--- src/rtl/core/lzw_byte_compressor_macros.svh ---
// Assertion macros shared by the LZW compressor RTL.
// No dependencies; defining NO_ASSERTIONS compiles them away.
`ifndef LZW_BYTE_COMPRESSOR_MACROS_SVH
`define LZW_BYTE_COMPRESSOR_MACROS_SVH
`ifndef NO_ASSERTIONS
`define LZW_ASSERT_IMP(lbl, clk, rst_n, ante, cons, msg) \
    lbl: assert property (@(posedge clk) disable iff (!rst_n) (ante) |-> (cons)) \
        else $error(msg);
`define LZW_ASSERT_NXT(lbl, clk, rst_n, ante, cons, msg) \
    lbl: assert property (@(posedge clk) disable iff (!rst_n) (ante) |=> (cons)) \
        else $error(msg);
`else
`define LZW_ASSERT_IMP(lbl, clk, rst_n, ante, cons, msg)
`define LZW_ASSERT_NXT(lbl, clk, rst_n, ante, cons, msg)
`endif
`endif

--- src/rtl/core/lzwc_pkg.sv ---
// Types, constants and hash function for the LZW compressor.
// No dependencies.
package lzwc_pkg;
    localparam int CODE_BITS  = 12;
    localparam int ALPHA_SIZE = 256;
    localparam int KEY_W      = CODE_BITS + 8;
    localparam int HBITS      = CODE_BITS + 1;
    localparam int NEXT_W     = CODE_BITS + 1;
    localparam int LIMIT_W    = 13;
    localparam int CMP_W      = (NEXT_W > LIMIT_W) ? NEXT_W : LIMIT_W;
    localparam int NCODES     = 1 << CODE_BITS;
    localparam int HSIZE      = 1 << HBITS;
    localparam int ENT_W      = KEY_W + HBITS;
    localparam int HI_W       = KEY_W - HBITS;

    typedef logic [CODE_BITS-1:0] t_code;
    typedef logic [KEY_W-1:0]     t_key;
    typedef logic [HBITS-1:0]     t_slot;
    typedef logic [NEXT_W-1:0]    t_next;
    typedef logic [LIMIT_W-1:0]   t_limit;

    typedef struct packed {
        logic load;
        logic first;
        logic clr_step;
        logic cand_lat;
        logic probe_next;
        logic hit;
        logic miss;
        logic emit_pre;
        logic emit_last;
    } t_cmd;

    typedef struct packed {
        logic prefix_valid;
        logic clr_done;
        logic out_free;
        logic match;
        logic slot_valid;
        logic eom;
    } t_stat;

    function automatic t_slot hash_key(t_key k);
        t_slot hi;
        hi = HBITS'(k[KEY_W-1:HBITS]);
        return k[HBITS-1:0] ^ hi ^ (hi << (HBITS - HI_W));
    endfunction
endpackage

--- src/rtl/core/lzwc_ctrl.sv ---
// Sequencer of the LZW compressor: clear pass, probe loop, code emission.
// Depends on lzwc_pkg.
module lzwc_ctrl import lzwc_pkg::*; (
    input  logic  i_clk,
    input  logic  i_rst_n,
    input  logic  i_valid,
    input  logic  i_eom,
    output logic  o_ready,
    output t_cmd  o_cmd,
    input  t_stat i_stat
);
    typedef enum logic [6:0] {
        S_CLEAR = 7'b0000001,
        S_IDLE  = 7'b0000010,
        S_SLOT  = 7'b0000100,
        S_ENT   = 7'b0001000,
        S_CHK   = 7'b0010000,
        S_EMIT1 = 7'b0100000,
        S_EMIT2 = 7'b1000000
    } t_state;

    t_state r_state, n_state;

    always_ff @(posedge i_clk) begin
        if (!i_rst_n) begin
            r_state <= S_CLEAR;
        end else begin
            r_state <= n_state;
        end
    end

    always_comb begin
        n_state = r_state;
        o_cmd   = '0;
        o_ready = 1'b0;
        unique case (r_state)
            S_CLEAR: begin
                o_cmd.clr_step = 1'b1;
                if (i_stat.clr_done) n_state = S_IDLE;
            end
            S_IDLE: begin
                o_ready = 1'b1;
                if (i_valid) begin
                    o_cmd.load = 1'b1;
                    if (!i_stat.prefix_valid) begin
                        o_cmd.first = 1'b1;
                        n_state = i_eom ? S_EMIT2 : S_IDLE;
                    end else begin
                        n_state = S_SLOT;
                    end
                end
            end
            S_SLOT: n_state = S_ENT;
            S_ENT: begin
                o_cmd.cand_lat = 1'b1;
                n_state = S_CHK;
            end
            S_CHK: begin
                if (i_stat.match) begin
                    o_cmd.hit = 1'b1;
                    n_state = i_stat.eom ? S_EMIT2 : S_IDLE;
                end else if (i_stat.slot_valid) begin
                    // occupied by another pair: linear probe
                    o_cmd.probe_next = 1'b1;
                    n_state = S_SLOT;
                end else begin
                    o_cmd.miss = 1'b1;
                    n_state = S_EMIT1;
                end
            end
            S_EMIT1: begin
                if (i_stat.out_free) begin
                    o_cmd.emit_pre = 1'b1;
                    n_state = i_stat.eom ? S_EMIT2 : S_IDLE;
                end
            end
            S_EMIT2: begin
                if (i_stat.out_free) begin
                    o_cmd.emit_last = 1'b1;
                    n_state = S_IDLE;
                end
            end
            default: n_state = S_CLEAR;
        endcase
    end
endmodule

--- config.mk ---
export PLATFORM = sky130hd
export DESIGN_NAME = lzwc_ctrl
export DESIGN_NICKNAME = d
export VERILOG_FILES = /design/src/rtl/core/lzw_byte_compressor_macros.svh /design/src/rtl/core/lzwc_pkg.sv /design/src/rtl/core/lzwc_ctrl.sv
export SDC_FILE = /design/constraint.sdc
export NUM_CORES = 1
export LEC_CHECK = 0
export ABC_AREA = 1
export BUFFER_PORTS_ARGS = -buffer_cell sky130_fd_sc_hd__buf_2
export CAP_MARGIN = 5
export CORE_AREA = 2 2 39 41
export DETAILED_ROUTE_END_ITERATION = 6
export DIE_AREA = 0 0 41 43
export PLACE_DENSITY_LB_ADDON = 0.08
export SLEW_MARGIN = 20
export SYNTH_ARGS = -nofsm -noshare
export SYNTH_HDL_FRONTEND = slang
export SYNTH_SLANG_ARGS = --single-unit
--- constraint.sdc ---
create_clock -name i_clk -period 1.75 [get_ports i_clk]
set_input_delay 0.4375 -clock i_clk [delete_from_list [all_inputs] [get_ports i_clk]]
set_output_delay 0.4375 -clock i_clk [all_outputs]
set_load 0.02 [all_outputs]
==> flow_metrics.tcl <==
set metrics [dict create \
    cts_hold_buffers 0 \
    clk_latency_ps 240 \
    grt_pass1_wl_mm 2.21 \
    clkPwrFrac_pct 24.7 \
    ios 20 \
    finalWeightedCongestion 0.834 \
    setup_viol 0 \
    n_antenna_cell 0 \
    min_to "r_state[0]" \
    overflow 0 \
    cts_tree "yes" \
    final-hold-violation-count 0 \
    drtIter0Drc 10 \
    period_share_pct 98.6 \
    reg2reg_to "r_state[1]" \
    row_count 14 \
    powerDensity_mw_per_mm2 684 \
    antenna_found_initial 0 \
    largest_registers "r_state: 7 flops" \
    initial_core_util_pct 39.1 \
    drive_gt1_share_pct 54.1 \
    fill_cells 143 \
    syn_to_final_growth_pct 50.0 \
    cp.arrival_ps 1290 \
    holdWs_ps 392 \
    ys_seq_area_share_pct 25.9 \
    crit_fanout 4 \
    die_y_um 43 \
    worstHoldStart "i_rst_n" \
    power.net_switching_mw 0.206 \
    crit_required_ps 1310 \
    syn_area_um2 541 \
    worst-setup-path-type "reg2out" \
    cts_buffers 3 \
    max_clock_freq_mhz 580 \
    grtUsageTotal_pct 18.5 \
    comb_power_share_pct 40.9 \
    pre_cts_slack_ps 224 \
    cts_sinks 7 \
    first_global_vias 580 \
    critPathMaxStageDelay_ps 330 \
    startpoint_type "register" \
    dpl.hpwl_mm 1.11 \
    top_register "r_state" \
    vias 665 \
    drv_cap 0 \
    avgRoutedWirePerCell_um 10.3 \
    h-tree-depth 1 \
    nNetsFinal 133 \
    slew_viol_final 0 \
    fin_area_um2 811 \
    crit_chain "inv_2 > nand2_2 > nor2_4 > nand2_2 > inv_2 > nand3b_1 > inv_1 > buf_6" \
    hold_class "in2reg" \
    die_width_um 41 \
    ant_nets 0 \
    status "completed" \
    p_total_mw 0.555 \
    syn_inst 91 \
    dpl_cell_area_um2 656 \
    port_buffers 19 \
    drt-pass1-iter-count 3 \
    via_per_inst 4.82 \
    die_area_mm2 0.00176 \
    grt_max_degree 7 \
    ys_ff_latch 7 \
    p_leak_nw 0.425 \
    min_period_ps 1720 \
    rsz0062_at_grt "true" \
    final_common_cell "buf_2" \
    r2r_slack_ps 460 \
    synth_fp_nets 101 \
    ir_drop_v 0.000508 \
    clockRootBuffer "clkbuf_4" \
    end_kind "output port" \
    fin_tns_setup_ps 0 \
    clkSlewWorstSetupHoldPaths_ps 50 \
    drc 0 \
    swShare_pct 37.2 \
    final_cell_mix "buf_2, nand2_1, inv_1, nor2_1, buf_4" \
    coreArea_mm2 0.00138 \
    cpMaxStageDelayCell "dfxtp_2" \
    drt_wl_total_mm 1.42 \
    syn_avg_cell_area_um2 5.94 \
    largest_reg_flops 7 \
    p_int_mw 0.349 \
    sequentialPowerShare_pct 34.3 \
    r2r-start "r_state[5]" \
    ys.warnings.count 0 \
    hold_depth 2 \
    fin_ws_ps 25.2 \
    clock_path_buffers 2 \
    worstRegToRegCells 9 \
    finalClockSkew_ps 1.88 \
    slew-limit-headroom_pct 83.1 \
    ys_types 17 \
    tightest_slew_ps 250 \
]
## routing by layer
layer | GRT usage, % | wire (um)
met5 | 0 | 0
met3 | 4.19 | 70
met1 | 23.7 | 611
met2 | 28.1 | 685
met4 | 8.67 | 53
## power groups by stage
stage | Sequential [mW] | Combinational, mW | Clock [mW]
4_1_cts | 0.185 | 0.199 | 0.141
5_1_grt | 0.193 | 0.259 | 0.156
3_3_place_gp | 0.187 | 0.199 | 0
3_5_place_dp | 0.188 | 0.197 | 0
6_report | 0.190 | 0.227 | 0.137
2_1_floorplan | 0.186 | 0.145 | 0
## Yosys cell counts, drive strengths merged
master  count  area share (%)
nand3b      1             1.4
and3        1             1.2
nor2       20              19
nand4       5             5.8
nand2      21              17
dfxtp       7              26
inv        19              13
a21oi       3             2.8
nand3       8             8.3
o21ai       2             1.9
nor3        4             3.7
## kinds of logic after synthesis
kind of cell | synth area share [%]
buffers and inverters | 13.2
AO/OA/AOI/OAI | 4.63
AND/OR/NAND/NOR | 56.3
flip-flops | 25.9
## metrics by stage
stage | instances | util, %
final | 138 | 58.6
after global placement | 126 | 47.4
after detailed placement | 126 | 47.4
after CTS | 130 | 49.8
after floorplan | 91 | -
after global routing | 138 | 58.6
## worst max path at each step
stage	slack, ps	startpoint	endpoint	cells after the start
finish	30	r_state[5]	o_cmd[2]	8
global route	-70	r_state[5]	o_cmd[2]	8
CTS	-30	r_state[0]	o_cmd[7]	6
detailed placement	220	r_state[5]	o_cmd[2]	8
global placement	240	r_state[0]	o_cmd[7]	6
floorplan	140	r_state[3]	o_cmd[7]	5
## critical path: cells and delay by family, from the launching register on
| family | cells | cell delay (ps) |
|---|---|---|
| buf+inv | 4 | 330 |
| simple gates | 4 | 380 |
| flops | 1 | 330 |
## what timing repair did
action,4_1_cts,5_1_grt
setup buffers,0,8
gates resized for setup,3,25
endpoints found under the hold margin,0,0
pin swaps,0,5
endpoints found under the setup margin,3,8
## cell type report
| class | count | area (um^2) | share of cell area, % |
|---|---|---|---|
| Multi-Input combinational cell | 65 | 367 | 45.2 |
| Clock buffer | 4 | 26.3 | 3.24 |
| Tap cell | 16 | 20.0 | 2.47 |
| Timing Repair Buffer | 27 | 175 | 21.6 |
| Sequential cell | 7 | 149 | 18.4 |
| Inverter | 19 | 73.8 | 9.10 |
Power figures use the tool's default switching activity.
